`src/hdl/wecs_pkg.sv`:
```
// Package for the wrap-extended cycle time split: widths, constants, types.
package wecs_pkg;

  // Counter and field widths
  localparam int CounterBits = 32;
  localparam int SampleW     = 32;
  localparam int RateW       = 10;
  localparam int SecW        = 45;
  localparam int SubW        = 10;
  localparam int TickW       = 55;
  localparam int TotalW      = 64;
  localparam int WrapW       = 32;

  localparam logic [SampleW-1:0] SampleMask =
    SampleW'((64'd1 << CounterBits) - 64'd1);

  localparam logic [RateW-1:0] RateReset = RateW'(168);
  localparam logic [RateW-1:0] RateOne   = RateW'(1);
  localparam logic [RateW-1:0] Kilo      = RateW'(1000);

  // Shared divider: two quotient bits per cycle
  localparam int DivBitsPerStep = 2;
  localparam int DivSteps       = TotalW / DivBitsPerStep;
  localparam int DivCntW        = $clog2(DivSteps);
  localparam logic [DivCntW-1:0] DivLastStep = DivCntW'(DivSteps - 1);

  // Sequencer states
  typedef enum logic [2:0] {
    ST_IDLE,
    ST_DIV_RATE,
    ST_DIV_MS,
    ST_DIV_S,
    ST_DONE
  } state_t;

  // Divider request and response
  typedef struct packed {
    logic              start;
    logic [TotalW-1:0] dividend;
    logic [RateW-1:0]  divisor;
  } div_req_t;

  typedef struct packed {
    logic              busy;
    logic              done;
    logic [TotalW-1:0] quotient;
    logic [RateW-1:0]  remainder;
  } div_rsp_t;

endpackage

```
`src/hdl/wecs_if.sv`:
```
// Channel interfaces: counter samples in, split time out, rate configuration.
interface wecs_in_if import wecs_pkg::*; ();
  logic               valid;
  logic               ready;
  logic [SampleW-1:0] counter_sample;

  modport source (output valid, output counter_sample, input ready);
  modport sink   (input valid, input counter_sample, output ready);
endinterface

interface wecs_out_if import wecs_pkg::*; ();
  logic              valid;
  logic              ready;
  logic [SecW-1:0]   seconds;
  logic [SubW-1:0]   millis;
  logic [SubW-1:0]   micros;
  logic [TickW-1:0]  ms_tick;
  logic [TotalW-1:0] total_us;
  logic              wrapped;

  modport source (output valid, output seconds, output millis, output micros,
                  output ms_tick, output total_us, output wrapped, input ready);
  modport sink   (input valid, input seconds, input millis, input micros,
                  input ms_tick, input total_us, input wrapped, output ready);
endinterface

interface wecs_cfg_if import wecs_pkg::*; ();
  logic             valid;
  logic             ready;
  logic [RateW-1:0] cycles_per_us;

  modport source (output valid, output cycles_per_us, input ready);
  modport sink   (input valid, input cycles_per_us, output ready);
endinterface

```
`src/hdl/wrap_extended_cycle_time_split.sv`:
```
// Top level: wrap tracking, divider sequencing and the result register.
// Each accepted counter sample is extended by the wrap count to a 64-bit cycle
// total, then split into seconds, milliseconds and microseconds by three passes
// through one shared radix-4 divider (total by the clock rate, then twice by
// 1000). Samples are not taken while a word is in work. The result register
// holds a finished word until it is taken, and the next sample may be
// accepted meanwhile; a word that finishes while the register is still full
// waits until it is taken. A rate of 0 is used as 1. The rate register is ready
// whenever reset is low and should be written only while the block is idle.
module wrap_extended_cycle_time_split import wecs_pkg::*; (
  input  logic clk,
  input  logic rst,
  wecs_in_if.sink    samples,
  wecs_out_if.source times,
  wecs_cfg_if.sink   cfg
);

  state_t state, state_next;

  logic [RateW-1:0]   cycles_per_us;
  logic [WrapW-1:0]   wrap_count;
  logic [SampleW-1:0] last_sample;

  logic [TotalW-1:0]  tus;
  logic [TickW-1:0]   tick;
  logic [SubW-1:0]    us;
  logic [SecW-1:0]    sec;
  logic [SubW-1:0]    ms;
  logic               wrap;

  logic               out_valid;
  logic [SecW-1:0]    out_seconds;
  logic [SubW-1:0]    out_millis;
  logic [SubW-1:0]    out_micros;
  logic [TickW-1:0]   out_ms_tick;
  logic [TotalW-1:0]  out_total_us;
  logic               out_wrapped;

  div_req_t div_req;
  div_rsp_t div_rsp;

  logic               accept;
  logic               load_out;
  logic [SampleW-1:0] sample_m;
  logic               wrap_now;
  logic [WrapW-1:0]   wrap_count_next;
  logic [TotalW-1:0]  total;
  logic [RateW-1:0]   rate;

  wecs_div u_div (
    .clk (clk),
    .rst (rst),
    .req (div_req),
    .rsp (div_rsp)
  );

  // Configuration register
  assign cfg.ready = !rst;

  always_ff @(posedge clk) begin
    if (rst) begin
      cycles_per_us <= RateReset;
    end else if (cfg.valid) begin
      cycles_per_us <= cfg.cycles_per_us;
    end
  end

  // Wrap detection and cycle total
  always_comb begin
    sample_m        = samples.counter_sample & SampleMask;
    wrap_now        = (sample_m < last_sample);
    wrap_count_next = wrap_now ? wrap_count + WrapW'(1) : wrap_count;
    total           = (TotalW'(wrap_count_next) << CounterBits) | TotalW'(sample_m);
    rate            = (cycles_per_us == '0) ? RateOne : cycles_per_us;
  end

  always_ff @(posedge clk) begin
    if (rst) begin
      wrap_count  <= '0;
      last_sample <= '0;
    end else if (accept) begin
      wrap_count  <= wrap_count_next;
      last_sample <= sample_m;
    end
  end

  // Next state
  always_comb begin
    state_next = state;
    case (state)
      ST_IDLE:     if (samples.valid) state_next = ST_DIV_RATE;
      ST_DIV_RATE: if (div_rsp.done) state_next = ST_DIV_MS;
      ST_DIV_MS:   if (div_rsp.done) state_next = ST_DIV_S;
      ST_DIV_S:    if (div_rsp.done) state_next = ST_DONE;
      ST_DONE:     if (!out_valid || times.ready) state_next = ST_IDLE;
      default:     state_next = ST_IDLE;
    endcase
  end

  always_ff @(posedge clk) begin
    if (rst) begin
      state <= ST_IDLE;
    end else begin
      state <= state_next;
    end
  end

  // Sequencer outputs: divider requests and load strobes
  always_comb begin
    samples.ready    = 1'b0;
    div_req.start    = 1'b0;
    div_req.dividend = div_rsp.quotient;
    div_req.divisor  = Kilo;
    load_out         = 1'b0;
    case (state)
      ST_IDLE: begin
        samples.ready    = !rst;
        div_req.start    = samples.valid && !rst;
        div_req.dividend = total;
        div_req.divisor  = rate;
      end
      ST_DIV_RATE: div_req.start = div_rsp.done;
      ST_DIV_MS:   div_req.start = div_rsp.done;
      ST_DONE:     load_out = !out_valid || times.ready;
      default: begin
        div_req.start = 1'b0;
      end
    endcase
  end

  assign accept = samples.valid && samples.ready;

  // Intermediate results of the three passes
  always_ff @(posedge clk) begin
    if (accept) begin
      wrap <= wrap_now;
    end
    if (div_rsp.done) begin
      case (state)
        ST_DIV_RATE: tus <= div_rsp.quotient;
        ST_DIV_MS: begin
          tick <= div_rsp.quotient[TickW-1:0];
          us   <= div_rsp.remainder;
        end
        ST_DIV_S: begin
          sec <= div_rsp.quotient[SecW-1:0];
          ms  <= div_rsp.remainder;
        end
        default: begin
        end
      endcase
    end
  end

  // Result register
  always_ff @(posedge clk) begin
    if (rst) begin
      out_valid <= 1'b0;
    end else if (load_out) begin
      out_valid <= 1'b1;
    end else if (times.ready) begin
      out_valid <= 1'b0;
    end
  end

  always_ff @(posedge clk) begin
    if (load_out) begin
      out_seconds  <= sec;
      out_millis   <= ms;
      out_micros   <= us;
      out_ms_tick  <= tick;
      out_total_us <= tus;
      out_wrapped  <= wrap;
    end
  end

  assign times.valid    = out_valid;
  assign times.seconds  = out_seconds;
  assign times.millis   = out_millis;
  assign times.micros   = out_micros;
  assign times.ms_tick  = out_ms_tick;
  assign times.total_us = out_total_us;
  assign times.wrapped  = out_wrapped;

`ifndef SYNTHESIS
  // Divider is never running while a sample can be taken
  a_idle_div_free: assert property (@(posedge clk) disable iff (rst)
    (state == ST_IDLE) |-> !div_rsp.busy)
    else $error("divider busy in idle");

  // A pass is only started on a free divider
  a_start_free: assert property (@(posedge clk) disable iff (rst)
    div_req.start |-> !div_rsp.busy)
    else $error("divider started while busy");

  // A load always leaves a valid word
  a_load_valid: assert property (@(posedge clk) disable iff (rst)
    load_out |=> out_valid)
    else $error("result load lost");

  // Sub-second fields stay in range
  a_sub_range: assert property (@(posedge clk) disable iff (rst)
    out_valid |-> (out_millis < Kilo && out_micros < Kilo))
    else $error("millis or micros out of range");
`endif

endmodule

```
`src/hdl/wecs_div.sv`:
```
// Shared restoring divider, 64-bit dividend by 10-bit divisor, two bits a cycle.
module wecs_div import wecs_pkg::*; (
  input  logic     clk,
  input  logic     rst,
  input  div_req_t req,
  output div_rsp_t rsp
);

  logic               busy;
  logic               done;
  logic [DivCntW-1:0] cnt;
  logic [TotalW-1:0]  quo;
  logic [RateW-1:0]   rem;
  logic [RateW-1:0]   dvs;

  // Two dependent compare-subtract steps
  logic [RateW:0]   r1, r2;
  logic             b1, b2;
  logic [RateW-1:0] rem1, rem2;

  always_comb begin
    r1   = {rem, quo[TotalW-1]};
    b1   = (r1 >= {1'b0, dvs});
    rem1 = b1 ? RateW'(r1 - {1'b0, dvs}) : r1[RateW-1:0];
    r2   = {rem1, quo[TotalW-2]};
    b2   = (r2 >= {1'b0, dvs});
    rem2 = b2 ? RateW'(r2 - {1'b0, dvs}) : r2[RateW-1:0];
  end

  // Control
  always_ff @(posedge clk) begin
    if (rst) begin
      busy <= 1'b0;
      done <= 1'b0;
      cnt  <= '0;
    end else begin
      done <= 1'b0;
      if (busy) begin
        cnt <= cnt + DivCntW'(1);
        if (cnt == DivLastStep) begin
          busy <= 1'b0;
          done <= 1'b1;
        end
      end else if (req.start) begin
        busy <= 1'b1;
        cnt  <= '0;
      end
    end
  end

  // Datapath: quotient bits shift in as dividend bits shift out
  always_ff @(posedge clk) begin
    if (busy) begin
      quo <= {quo[TotalW-3:0], b1, b2};
      rem <= rem2;
    end else if (req.start) begin
      quo <= req.dividend;
      rem <= '0;
      dvs <= req.divisor;
    end
  end

  assign rsp.busy      = busy;
  assign rsp.done      = done;
  assign rsp.quotient  = quo;
  assign rsp.remainder = rem;

endmodule
```
`src/flat_wrapper.sv`:
```
// flat-port wrapper written by rule: the top's interface ports become plain ports
module wrap_extended_cycle_time_split_flat import wecs_pkg::*;
  (clk, rst, samples_valid, samples_counter_sample, samples_ready, times_valid, times_seconds, times_millis, times_micros, times_ms_tick, times_total_us, times_wrapped, times_ready, cfg_valid, cfg_cycles_per_us, cfg_ready);
  wecs_in_if samples_i ();
  wecs_out_if times_i ();
  wecs_cfg_if cfg_i ();
  input  logic clk;
  input  logic rst;
  input wire logic [$bits(samples_i.valid)-1:0] samples_valid;
  input wire logic [$bits(samples_i.counter_sample)-1:0] samples_counter_sample;
  output wire logic [$bits(samples_i.ready)-1:0] samples_ready;
  output wire logic [$bits(times_i.valid)-1:0] times_valid;
  output wire logic [$bits(times_i.seconds)-1:0] times_seconds;
  output wire logic [$bits(times_i.millis)-1:0] times_millis;
  output wire logic [$bits(times_i.micros)-1:0] times_micros;
  output wire logic [$bits(times_i.ms_tick)-1:0] times_ms_tick;
  output wire logic [$bits(times_i.total_us)-1:0] times_total_us;
  output wire logic [$bits(times_i.wrapped)-1:0] times_wrapped;
  input wire logic [$bits(times_i.ready)-1:0] times_ready;
  input wire logic [$bits(cfg_i.valid)-1:0] cfg_valid;
  input wire logic [$bits(cfg_i.cycles_per_us)-1:0] cfg_cycles_per_us;
  output wire logic [$bits(cfg_i.ready)-1:0] cfg_ready;
  assign samples_i.valid = samples_valid;
  assign samples_i.counter_sample = samples_counter_sample;
  assign samples_ready = samples_i.ready;
  assign times_valid = times_i.valid;
  assign times_seconds = times_i.seconds;
  assign times_millis = times_i.millis;
  assign times_micros = times_i.micros;
  assign times_ms_tick = times_i.ms_tick;
  assign times_total_us = times_i.total_us;
  assign times_wrapped = times_i.wrapped;
  assign times_i.ready = times_ready;
  assign cfg_i.valid = cfg_valid;
  assign cfg_i.cycles_per_us = cfg_cycles_per_us;
  assign cfg_ready = cfg_i.ready;
  wrap_extended_cycle_time_split u_core (.clk(clk), .rst(rst), .samples(samples_i), .times(times_i), .cfg(cfg_i));
endmodule
```
`config.mk`:
```
export PLATFORM = sky130hd
export DESIGN_NAME = wrap_extended_cycle_time_split_flat
export DESIGN_NICKNAME = d
export VERILOG_FILES = /design/src/hdl/wecs_pkg.sv /design/src/hdl/wecs_if.sv /design/src/hdl/wrap_extended_cycle_time_split.sv /design/src/hdl/wecs_div.sv /design/src/flat_wrapper.sv
export SDC_FILE = /design/constraint.sdc
export NUM_CORES = 1
export LEC_CHECK = 0
export BUFFER_PORTS_ARGS = -buffer_cell sky130_fd_sc_hd__buf_2
export CAP_MARGIN = 40
export CORE_MARGIN = 1
export CORE_UTILIZATION = 45
export DETAILED_ROUTE_END_ITERATION = 8
export PLACE_DENSITY_LB_ADDON = 0.1
export SLEW_MARGIN = 25
export SYNTH_ARGS = -nofsm -noshare
export SYNTH_HDL_FRONTEND = slang
export SYNTH_SLANG_ARGS = --single-unit
```
`constraint.sdc`:
```
create_clock -name clk -period 20.5 [get_ports clk]
set_input_delay 4.1 -clock clk [delete_from_list [all_inputs] [get_ports clk]]
set_output_delay 4.1 -clock clk [all_outputs]
set_load 0.005 [all_outputs]
```
==> flow_metrics.py, run 1 <==
metrics = {
    "detailed_routing": {
        "vias": 12300,
        "antenna_left": 0,
        "viasPerCell": 5.24,
        "dr.pass1.iters": 5,
        "drt-initial-drc-count": 739,
        "finalWirelength_um": 46300,
        "routedWlPerCell_um": 19.7,
        "drcViolationCount": 0,
    },
    "finish": {
        "fin_nets": 1804,
        "num-fill-cells": 3755,
        "seq_area_um2": 15300,
        "multi_input_area_um2": 4970,
        "syn2layout_area_growth_pct": 18.8,
        "layout.cells.non_filler": 2348,
        "final_layout_size_suffix_gt1_share_pct": 21.1,
    },
    "die": {
        "die_w_um": 217,
        "io-pin-count": 235,
        "rows": 78,
        "initial_core_util_pct": 45.7,
        "coreArea_um2": 45400,
        "die_area_um2": 46900,
        "die_h_um": 217,
    },
    "power": {
        "p_comb_share_pct": 6.5,
        "cellPowerDensity_nw_per_um2": 97.6,
        "intPower_mw": 1.87,
        "ir_drop_mv": 0.0676,
        "pwr-share-seq_pct": 51.3,
        "pwr-share-clk_pct": 42.3,
        "switching_share_pct": 22.0,
        "p_switching_mw": 0.529,
        "leakage_nw": 8.87,
    },
    "synth": {
        "async_reset_ff_share_pct": 0,
        "yosys-top-cells-area": "edfxtp_1, dfxtp_1, ha_1, nand2_1, a21oi_1",
        "synth_top_area_share_pct": 65.8,
        "yosysTopAreaCell": "edfxtp_1",
        "ys_seq_area_share_pct": 74.0,
        "synth_cells": 1448,
        "synth_ff_type": "edfxtp_1",
        "avgSynthCellArea_um2": 14.3,
        "yosys_warnings": 0,
        "syn_area_um2": 20700,
        "synth_fp_nets": 1551,
        "synth-edff-count": 454,
        "synth_seq_cells": 539,
        "ys_types": 63,
    },
    "cts": {
        "numCtsBuffers": 54,
        "cts.sink_count": 539,
        "hold_buffers": 0,
        "htree_levels": 2,
        "clkLatencyLatePin_ps": 600,
        "cts.path.max_buffers": 3,
        "clk_pin_slew_worst_paths_ps": 60,
        "cts-root-buf": "clkbuf_16",
        "post-cts-setup-buffers": 0,
        "cts_tree": "built",
        "post_cts_resized": 0,
    },
    "grt": {
        "grt.total_usage_pct": 19.6,
        "grt_pass1_vias": 11900,
        "grt_overflow": 0,
        "antenna_found_initial": 2,
        "grt_pass1_wl_um": 70100,
        "grt_max_degree": 89,
    },
    "setup_path": {
        "critPathLaunchType": "input pin",
        "slowest_delay_ps": 370,
        "rrSetupSlack_ps": 15400,
        "cp-end-kind": "primary output",
        "cp_cell_sequence": "buf_4, clkinv_1, buf_2",
        "reg2reg_to": "u_core.u_div.rem[4]",
        "critPathArrivalTime_ps": 4990,
        "crit_required_ps": 16400,
        "crit_slowest_cell": "clkinv_1",
        "path_class": "in -> out",
        "critPathBufInv": 3,
        "worstPathMaxFanout": 20,
        "r2r_start": "u_core.u_div.dvs[1]",
        "cpLargestDelayFamily": "buffers and inverters",
        "rr_worst_depth": 17,
    },
    "hold_path": {
        "hold_path_startpoint": "u_core.tick[50]",
        "hold_class": "reg -> reg",
        "worstHoldEndpoint": "u_core.times.ms_tick[50]",
        "hold_path_depth": 0,
    },
    "placed_design": {
        "dp_hpwl_um": 29800,
        "portBuffers": 234,
        "pre_cts_ws_ps": 11410,
        "dpl.cell_count": 2242,
        "gp_congestion": 0.862,
    },
    "sta": {
        "timing.fmax_ghz": 0.110,
        "hold_viol_final": 0,
        "rsz0062_at_grt": "no",
        "fin_tns_setup_ps": 0,
        "fin_crit_ps": 9090,
        "drv_slew": 0,
        "relSlewSlack_pct": 46.4,
        "max_slew.worst_pin.slew_ps": 796,
        "setup_viol": 0,
        "finalCritPeriodShare_pct": 44.3,
        "setup_slack_ps": 11410,
        "finClkSkew_ps": 11.9,
    },
    "status": {
        "status": "completed",
    },
    "flow_run": {
        "drv_cap": 0,
    },
}
## cell usage in the layout, fill, tap and decap left out, drive strengths merged, types with 37 or more instances in the layout
cell type / n
nor2: 67
nand2: 180
nor4: 37
o21ai: 61
inv: 61
a21oi: 79
ha: 54
edfxtp: 454
dfxtp: 85
buf: 260
clkbuf: 65
## worst max path at each step
stage,depth (start not counted),endpoint,startpoint
2_1_floorplan,2,u_core.times.micros[0],times_ready
3_3_place_gp,3,cfg_ready,rst
3_5_place_dp,3,cfg_ready,rst
4_1_cts,3,cfg_ready,rst
6_report,3,cfg_ready,rst
5_1_grt,3,cfg_ready,rst
## cells in the mapped netlist (all sizes together), types with 10 or more instances
cell type and number:
a211oi 10, a21o 10, a21oi 79, a22o 33, and2 10, and3 14
clkbuf 57, dfxtp 85, edfxtp 454, ha 54, inv 61, mux2i 12
nand2 180, nand3 33, nand4 14, nor2 67, nor2b 10, nor3 15
nor4 37, o21ai 61, xnor2 27, xor2 25
## stage by stage
| stage | hold WS (ps) | utilization [%] | area [µm²] | power [mW] |
|---|---|---|---|---|
| floorplan | 400 | - | 20700 | 1.35 |
| global placement | 400 | 49.8 | 22600 | 1.40 |
| detailed placement | 405 | 50.0 | 22700 | 1.41 |
| CTS | 413 | 54.1 | 24500 | 2.43 |
| global route | 419 | 54.2 | 24600 | 2.49 |
| finish | 410 | 54.2 | 24600 | 2.40 |
## metal layers
layer | vias to the layer above | track usage, % | wire [µm]
met5 | - | 0 | 13
li1 | 5906 | - | -
met4 | 2 | 5.07 | 877
met2 | 302 | 31.0 | 21600
met3 | 74 | 4.76 | 2730
met1 | 6022 | 27.2 | 21100
## cell families after synthesis
kind of cell | Yosys count | share of synthesized area [%]
buf+inv | 125 | 2.29
xor+xnor | 52 | 2.20
flops | 539 | 74.0
compound gates | 242 | 7.49
mux | 18 | 0.906
fa+ha+maj | 56 | 3.45
simple gates | 416 | 9.65
## power groups by stage
stage	Combinational (mW)	Clock, mW	Sequential (mW)
after detailed placement	0.153	0	1.25
after floorplan	0.109	0	1.24
final	0.155	1.01	1.23
after CTS	0.154	1.04	1.23
after global routing	0.173	1.08	1.23
after global placement	0.149	0	1.25
## final cells by class
type	instances	share of cell area (%)
Antenna cell	2	0.0203
Clock buffer	65	5.75
Clock inverter	36	1.75
Inverter	62	0.946
Multi-Input combinational cell	784	20.2
Sequential cell	539	62.3
Tap cell	600	3.05
Timing Repair Buffer	260	5.94
## flip-flops by register name, summed over array words and instances (netlist names), 3 cells and up
name and flops:
u_core.times.ms_tick 55, u_core.times.millis 10, u_core.state 3, u_core.last_sample 32
u_core.times.seconds 45, u_core.u_div.rem 10, u_core.tus 64, u_core.u_div.dvs 10
u_core.us 10, u_core.times.micros 10, u_core.wrap_count 32, u_core.u_div.cnt 5
u_core.u_div.quo 64, u_core.cycles_per_us 10, u_core.times.total_us 64, u_core.sec 45
u_core.ms 10, u_core.tick 55
(Power assumes the default switching activity.)
==> run 2: changes to the inputs <==
==> constraint.sdc (replaced) <==
create_clock -name clk -period 8.1 [get_ports clk]
set_input_delay 1.62 -clock clk [delete_from_list [all_inputs] [get_ports clk]]
set_output_delay 1.62 -clock clk [all_outputs]
set_load 0.005 [all_outputs]
==> run 2 against run 1 <==
Effect of this change:
- sequential share of layout area grew 0.39 points
- combinational power grew to 2.5 times the previous value
- flip-flop and latch count is the same
- clock-buffer cell count grew 7
- non-clock buffer count shrank 5
- final area shrank 0.63%
==> flow_metrics.py, run 2 (synthesis gave the netlist of run 1 again) <==
metrics = {
    "hold_path": {
        "hold_path_startpoint": "u_core.tus[18]",
        "hold_class": "reg -> reg",
        "hold_path_depth": 0,
        "worstHoldEndpoint": "u_core.times.total_us[18]",
    },
    "setup_path": {
        "worstPathMaxFanout": 13,
        "cpLargestDelayFamily": "compound AO/OA/AOI/OAI gates",
        "path_class": "reg -> reg",
        "critPathLaunchType": "register",
        "crit_required_ps": 8530,
        "rrSetupSlack_ps": 3220,
        "cp_cell_sequence": "inv_1, ha_1, nor2b_4, o31ai_2, a211oi_1, o21ai_1, nand2_1, o21a_1, ha_1, a21o_1, a21oi_1, nand2_1, a31oi_1, o21ai_1, or4_1, a21oi_1",
        "critPathBufInv": 1,
        "crit_slowest_cell": "or4_1",
        "reg2reg_to": "u_core.u_div.rem[4]",
        "critPathArrivalTime_ps": 5300,
        "r2r_start": "u_core.u_div.dvs[1]",
        "cp-end-kind": "register",
        "rr_worst_depth": 16,
        "slowest_delay_ps": 590,
    },
    "detailed_routing": {
        "finalWirelength_um": 46800,
        "drcViolationCount": 0,
        "vias": 12400,
        "antenna_left": 0,
        "dr.pass1.iters": 5,
        "drt-initial-drc-count": 757,
        "routedWlPerCell_um": 20.0,
        "viasPerCell": 5.30,
    },
    "finish": {
        "final_common_cell": "edfxtp_1",
        "syn2layout_area_growth_pct": 18.0,
        "final_area_um2": 24500,
        "seq_area_um2": 15300,
        "final_layout_size_suffix_gt1_share_pct": 20.8,
        "fin_nets": 1800,
        "multi_input_area_um2": 4980,
        "final_cell_mix": "edfxtp_1, buf_2, nand2_1",
        "num-fill-cells": 3788,
    },
    "die": {
        "die_w_um": 217,
        "initial_core_util_pct": 45.7,
        "rows": 78,
        "io-pin-count": 235,
        "die_area_um2": 46900,
        "die_h_um": 217,
        "coreArea_um2": 45400,
    },
    "cts": {
        "cts.sink_count": 539,
        "post-cts-setup-buffers": 0,
        "cts_tree": "built",
        "htree_levels": 2,
        "numCtsBuffers": 55,
        "cts.path.max_buffers": 3,
        "clkLatencyLatePin_ps": 610,
        "hold_buffers": 0,
        "post_cts_resized": 0,
        "clk_pin_slew_worst_paths_ps": 60,
        "cts-root-buf": "clkbuf_16",
    },
    "sta": {
        "drv_slew": 0,
        "hold_viol_final": 0,
        "relSlewSlack_pct": 42.1,
        "finClkSkew_ps": 32.1,
        "timing.fmax_ghz": 0.205,
        "finalCritPeriodShare_pct": 60.2,
        "fin_tns_setup_ps": 0,
        "fin_crit_ps": 4880,
        "setup_viol": 0,
        "max_slew.worst_pin.slew_ps": 860,
        "rsz0062_at_grt": "no",
    },
    "placed_design": {
        "portBuffers": 234,
        "dp_hpwl_um": 30300,
        "placed_cell_area_um2": 22700,
        "gp_congestion": 0.854,
    },
    "grt": {
        "grt.total_usage_pct": 19.9,
        "antenna_found_initial": 2,
        "grt_overflow": 0,
        "grt_pass1_wl_um": 71100,
        "grt_max_degree": 82,
        "grt_pass1_vias": 12100,
    },
    "power": {
        "leakage_nw": 8.79,
        "cellPowerDensity_nw_per_um2": 245,
        "ir_drop_mv": 0.172,
    },
    "status": {
        "status": "completed",
    },
    "flow_run": {
        "drv_cap": 0,
    },
}
[run 2: how the worst max path moves through the flow]
stage                               startpoint                   end  cells past startpoint
detailed placement  samples_counter_sample[27]  u_core.u_div.quo[44]                     10
finish                     u_core.u_div.dvs[1]   u_core.u_div.rem[4]                     16
floorplan                        samples_valid   u_core.u_div.rem[0]                      4
CTS                        u_core.u_div.dvs[1]   u_core.u_div.rem[4]                     16
global placement           u_core.u_div.rem[4]   u_core.u_div.rem[4]                     13
global route               u_core.u_div.dvs[1]   u_core.u_div.rem[4]                     16
[run 2: stage by stage]
step,setup WS (ps),instances,utilization [%],total power [mW],hold WS (ps)
final,3220,2343,53.9,5.98,412
after global routing,2870,2341,53.9,6.20,420
after CTS,3300,2339,53.8,6.04,414
after detailed placement,3210,2238,49.9,3.56,405
after global placement,3110,2235,49.8,3.55,401
after floorplan,222,1448,-,3.42,400
[run 2: final cells by class]
cell class / instances / share of cell area, %
diodes: 2 / 0.0205
clock buffers: 72 / 6.10
clock inverters: 29 / 1.16
inverters: 62 / 0.952
multi-input cells: 784 / 20.4
flip-flops and latches: 539 / 62.7
well taps: 600 / 3.07
repair buffers: 255 / 5.60
[run 2: power by group]
| group | switching (mW) | leakage, nW | internal (mW) |
|---|---|---|---|
| registers | 0.0554 | 4.83 | 3.06 |
| logic | 0.252 | 3.10 | 0.139 |
| clock network | 1.02 | 0.858 | 1.45 |
[run 2: routing by layer]
layer / part of all wire, % / GRT usage [%] / up-vias / routed length, µm
met5: 0.019 / 0 / - / 9
met4: 2.1 / 6.03 / 2 / 977
met3: 5.3 / 3.94 / 72 / 2480
met1: 45 / 27.5 / 6137 / 21300
li1: - / - / 5901 / -
met2: 47 / 31.9 / 304 / 22100
==> run 3: changes to the inputs <==
--- a/config.mk
+++ b/config.mk
@@ -5,6 +5,7 @@
 export SDC_FILE = /design/constraint.sdc
 export NUM_CORES = 1
 export LEC_CHECK = 0
+export ABC_AREA = 1
 export BUFFER_PORTS_ARGS = -buffer_cell sky130_fd_sc_hd__buf_2
 export CAP_MARGIN = 40
 export CORE_MARGIN = 1
==> constraint.sdc (replaced) <==
create_clock -name clk -period 4.1 [get_ports clk]
set_input_delay 0.82 -clock clk [delete_from_list [all_inputs] [get_ports clk]]
set_output_delay 0.82 -clock clk [all_outputs]
set_load 0.005 [all_outputs]
==> run 3 against run 2 <==
Effect of this change:
- global-route usage fell by 0.62 points
- first-iteration DRC count rose by 11%
- worst setup slack got worse by 2800 ps
- power rose by 110%
- critical path depth rose by 8
- largest cell class unchanged
- critical endpoint is now u_core.u_div.rem[9]
- combinational power rose to 3.5 times the previous value
==> flow_metrics.py, run 3 <==
metrics = {
    "status": {
        "status": "completed",
    },
    "placed_design": {
        "pre_cts_ws_ps": 347,
        "gp_congestion": 0.856,
        "dp_hpwl_um": 29700,
        "dpl.cell_count": 2438,
        "portBuffers": 234,
        "placed_cell_area_um2": 22900,
    },
    "die": {
        "die_h_um": 218,
        "rows": 78,
        "coreArea_um2": 45700,
        "die_area_um2": 47500,
        "io-pin-count": 235,
        "initial_core_util_pct": 45.9,
        "die_w_um": 218,
    },
    "sta": {
        "finClkSkew_ps": 18.1,
        "hold_viol_final": 0,
        "finalCritPeriodShare_pct": 89.9,
        "relSlewSlack_pct": 45.0,
        "fin_crit_ps": 3690,
        "drv_slew": 0,
        "setup_viol": 0,
        "rsz0062_at_grt": "no",
        "setup_slack_ps": 414,
        "max_slew.worst_pin.slew_ps": 825,
        "fin_tns_setup_ps": 0,
        "timing.fmax_ghz": 0.271,
    },
    "grt": {
        "grt_max_degree": 71,
        "grt_pass1_vias": 12500,
        "grt.total_usage_pct": 19.3,
        "antenna_found_initial": 2,
        "grt_pass1_wl_um": 70200,
        "grt_overflow": 0,
    },
    "cts": {
        "clk_pin_slew_worst_paths_ps": 60,
        "cts_tree": "built",
        "clkLatencyLatePin_ps": 600,
        "post-cts-setup-buffers": 0,
        "cts.sink_count": 539,
        "post_cts_resized": 0,
        "hold_buffers": 0,
        "htree_levels": 2,
        "numCtsBuffers": 54,
        "cts-root-buf": "clkbuf_16",
        "cts.path.max_buffers": 3,
    },
    "synth": {
        "yosysMostFrequentCell": "edfxtp_1",
        "synth_fp_nets": 1739,
        "yosys.area_share.adder_pct": 3.41,
        "syn_area_um2": 21000,
        "synth_xor_area_share_pct": 1.46,
        "synth_compound_area_share_pct": 5.01,
        "synth_seq_cells": 539,
        "synth_top_area_share_pct": 65.0,
        "yosys_warnings": 0,
        "yosys-top-cells-count": "edfxtp_1, nand2_1, nand3_1, inv_1, dfxtp_1",
        "avgSynthCellArea_um2": 12.8,
        "yosysTopAreaCell": "edfxtp_1",
        "ys_types": 44,
        "synth_cells": 1636,
        "yosys-top-cells-area": "edfxtp_1, dfxtp_1, nand2_1, nand3_1, ha_1",
        "synth_top_family_by_area": "simple AND/OR/NAND/NOR gates",
        "synth-simple-area-share_pct": 13.0,
        "ys_seq_area_share_pct": 73.1,
        "synth-edff-count": 454,
        "synth_mux_area_share_pct": 0,
        "async_reset_ff_share_pct": 0,
        "synth_ff_type": "edfxtp_1",
    },
    "detailed_routing": {
        "dr.pass1.iters": 5,
        "finalWirelength_um": 45500,
        "drt-initial-drc-count": 841,
        "viasPerCell": 5.04,
        "routedWlPerCell_um": 17.9,
        "drcViolationCount": 0,
        "vias": 12800,
        "antenna_left": 0,
    },
    "power": {
        "p_switching_mw": 3.10,
        "p_comb_share_pct": 10.8,
        "ir_drop_mv": 0.358,
        "intPower_mw": 9.54,
        "cellPowerDensity_nw_per_um2": 512,
        "power.total_mw": 12.6,
        "leakage_nw": 9.55,
        "switching_share_pct": 24.6,
        "pwr-share-seq_pct": 50.3,
        "pwr-share-clk_pct": 38.9,
    },
    "setup_path": {
        "cp-end-kind": "register",
        "crit_required_ps": 4450,
        "critPathLaunchType": "register",
        "worstPathMaxFanout": 19,
        "rrSetupSlack_ps": 410,
        "critPathArrivalTime_ps": 4040,
        "path_class": "reg -> reg",
    },
    "finish": {
        "layout.cells.non_filler": 2540,
        "final_cell_mix": "edfxtp_1, nand2_1, buf_2",
        "syn2layout_area_growth_pct": 17.8,
        "final_layout_size_suffix_gt1_share_pct": 19.3,
        "fin_nets": 1998,
        "num-fill-cells": 3956,
        "final_common_cell": "edfxtp_1",
        "final_area_um2": 24700,
    },
    "flow_run": {
        "drv_cap": 0,
    },
    "hold_path": {
        "hold_class": "reg -> reg",
    },
}
-- run 3: layout make-up --
type | instances | area (µm²) | share of cell area [%]
sequential | 539 | 15300 | 62.1
multi-input combinational | 893 | 4850 | 19.7
clock buffer | 69 | 1440 | 5.82
timing repair buffer | 253 | 1390 | 5.64
tap | 600 | 751 | 3.04
inverter | 154 | 578 | 2.34
clock inverter | 31 | 335 | 1.36
antenna | 1 | 2.50 | 0.0101
-- run 3: worst max-delay path: stages, from the launching register on --
cell      delay [ps]
edfxtp_1         460
ha_1             350
inv_1            170
nor2_1            60
nand2_1           70
nand2_1           50
a21oi_2          170
nand3_4          170
buf_4            200
nand2_1           50
o21a_1           150
inv_1             50
ha_1             340
nand2_1           80
nand2_1           70
nand2_1           80
nand2_1           50
nand2_1           50
nand3_1          110
o21ai_2          180
nand2_4           90
nor2_8           230
nand2_1           90
nand2_1           70
nor2_1            40
-- run 3: routing by layer --
metal | global-route usage [%] | vias up | wire (µm)
li1 | - | 6253 | -
met1 | 27.3 | 6193 | 21200
met2 | 30.6 | 301 | 21200
met3 | 3.72 | 54 | 2290
met4 | 4.85 | 2 | 770
met5 | 0 | - | 9
-- run 3: cells by family after synthesis --
family,count (synthesis)
simple gates,623
fa+ha+maj,56
buf+inv,204
compound gates,179
xor+xnor,35
flops,539
-- run 3: final timing paths --
path                  startpoint                        end  cells after the start
min reg2reg       u_core.tus[24]  u_core.times.total_us[24]                      0
min               u_core.tus[24]  u_core.times.total_us[24]                      0
max reg2reg  u_core.u_div.rem[8]        u_core.u_div.rem[9]                     24
max          u_core.u_div.rem[8]        u_core.u_div.rem[9]                     24
-- run 3: power groups by stage --
stage                     sequential (mW)  combinational, mW  clock, mW
after floorplan                      6.41               1.04          0
after global placement               6.47               1.33          0
after detailed placement             6.47               1.35          0
after CTS                            6.36               1.36       5.04
after global routing                 6.38               1.55       5.27
final                                6.36               1.36       4.92
-- run 3: stage by stage --
| stage | utilization [%] | hold slack, ps |
|---|---|---|
| after floorplan | - | 400 |
| after global placement | 50.0 | 401 |
| after detailed placement | 50.1 | 405 |
| after CTS | 54.0 | 405 |
| after global routing | 54.1 | 419 |
| final | 54.1 | 414 |
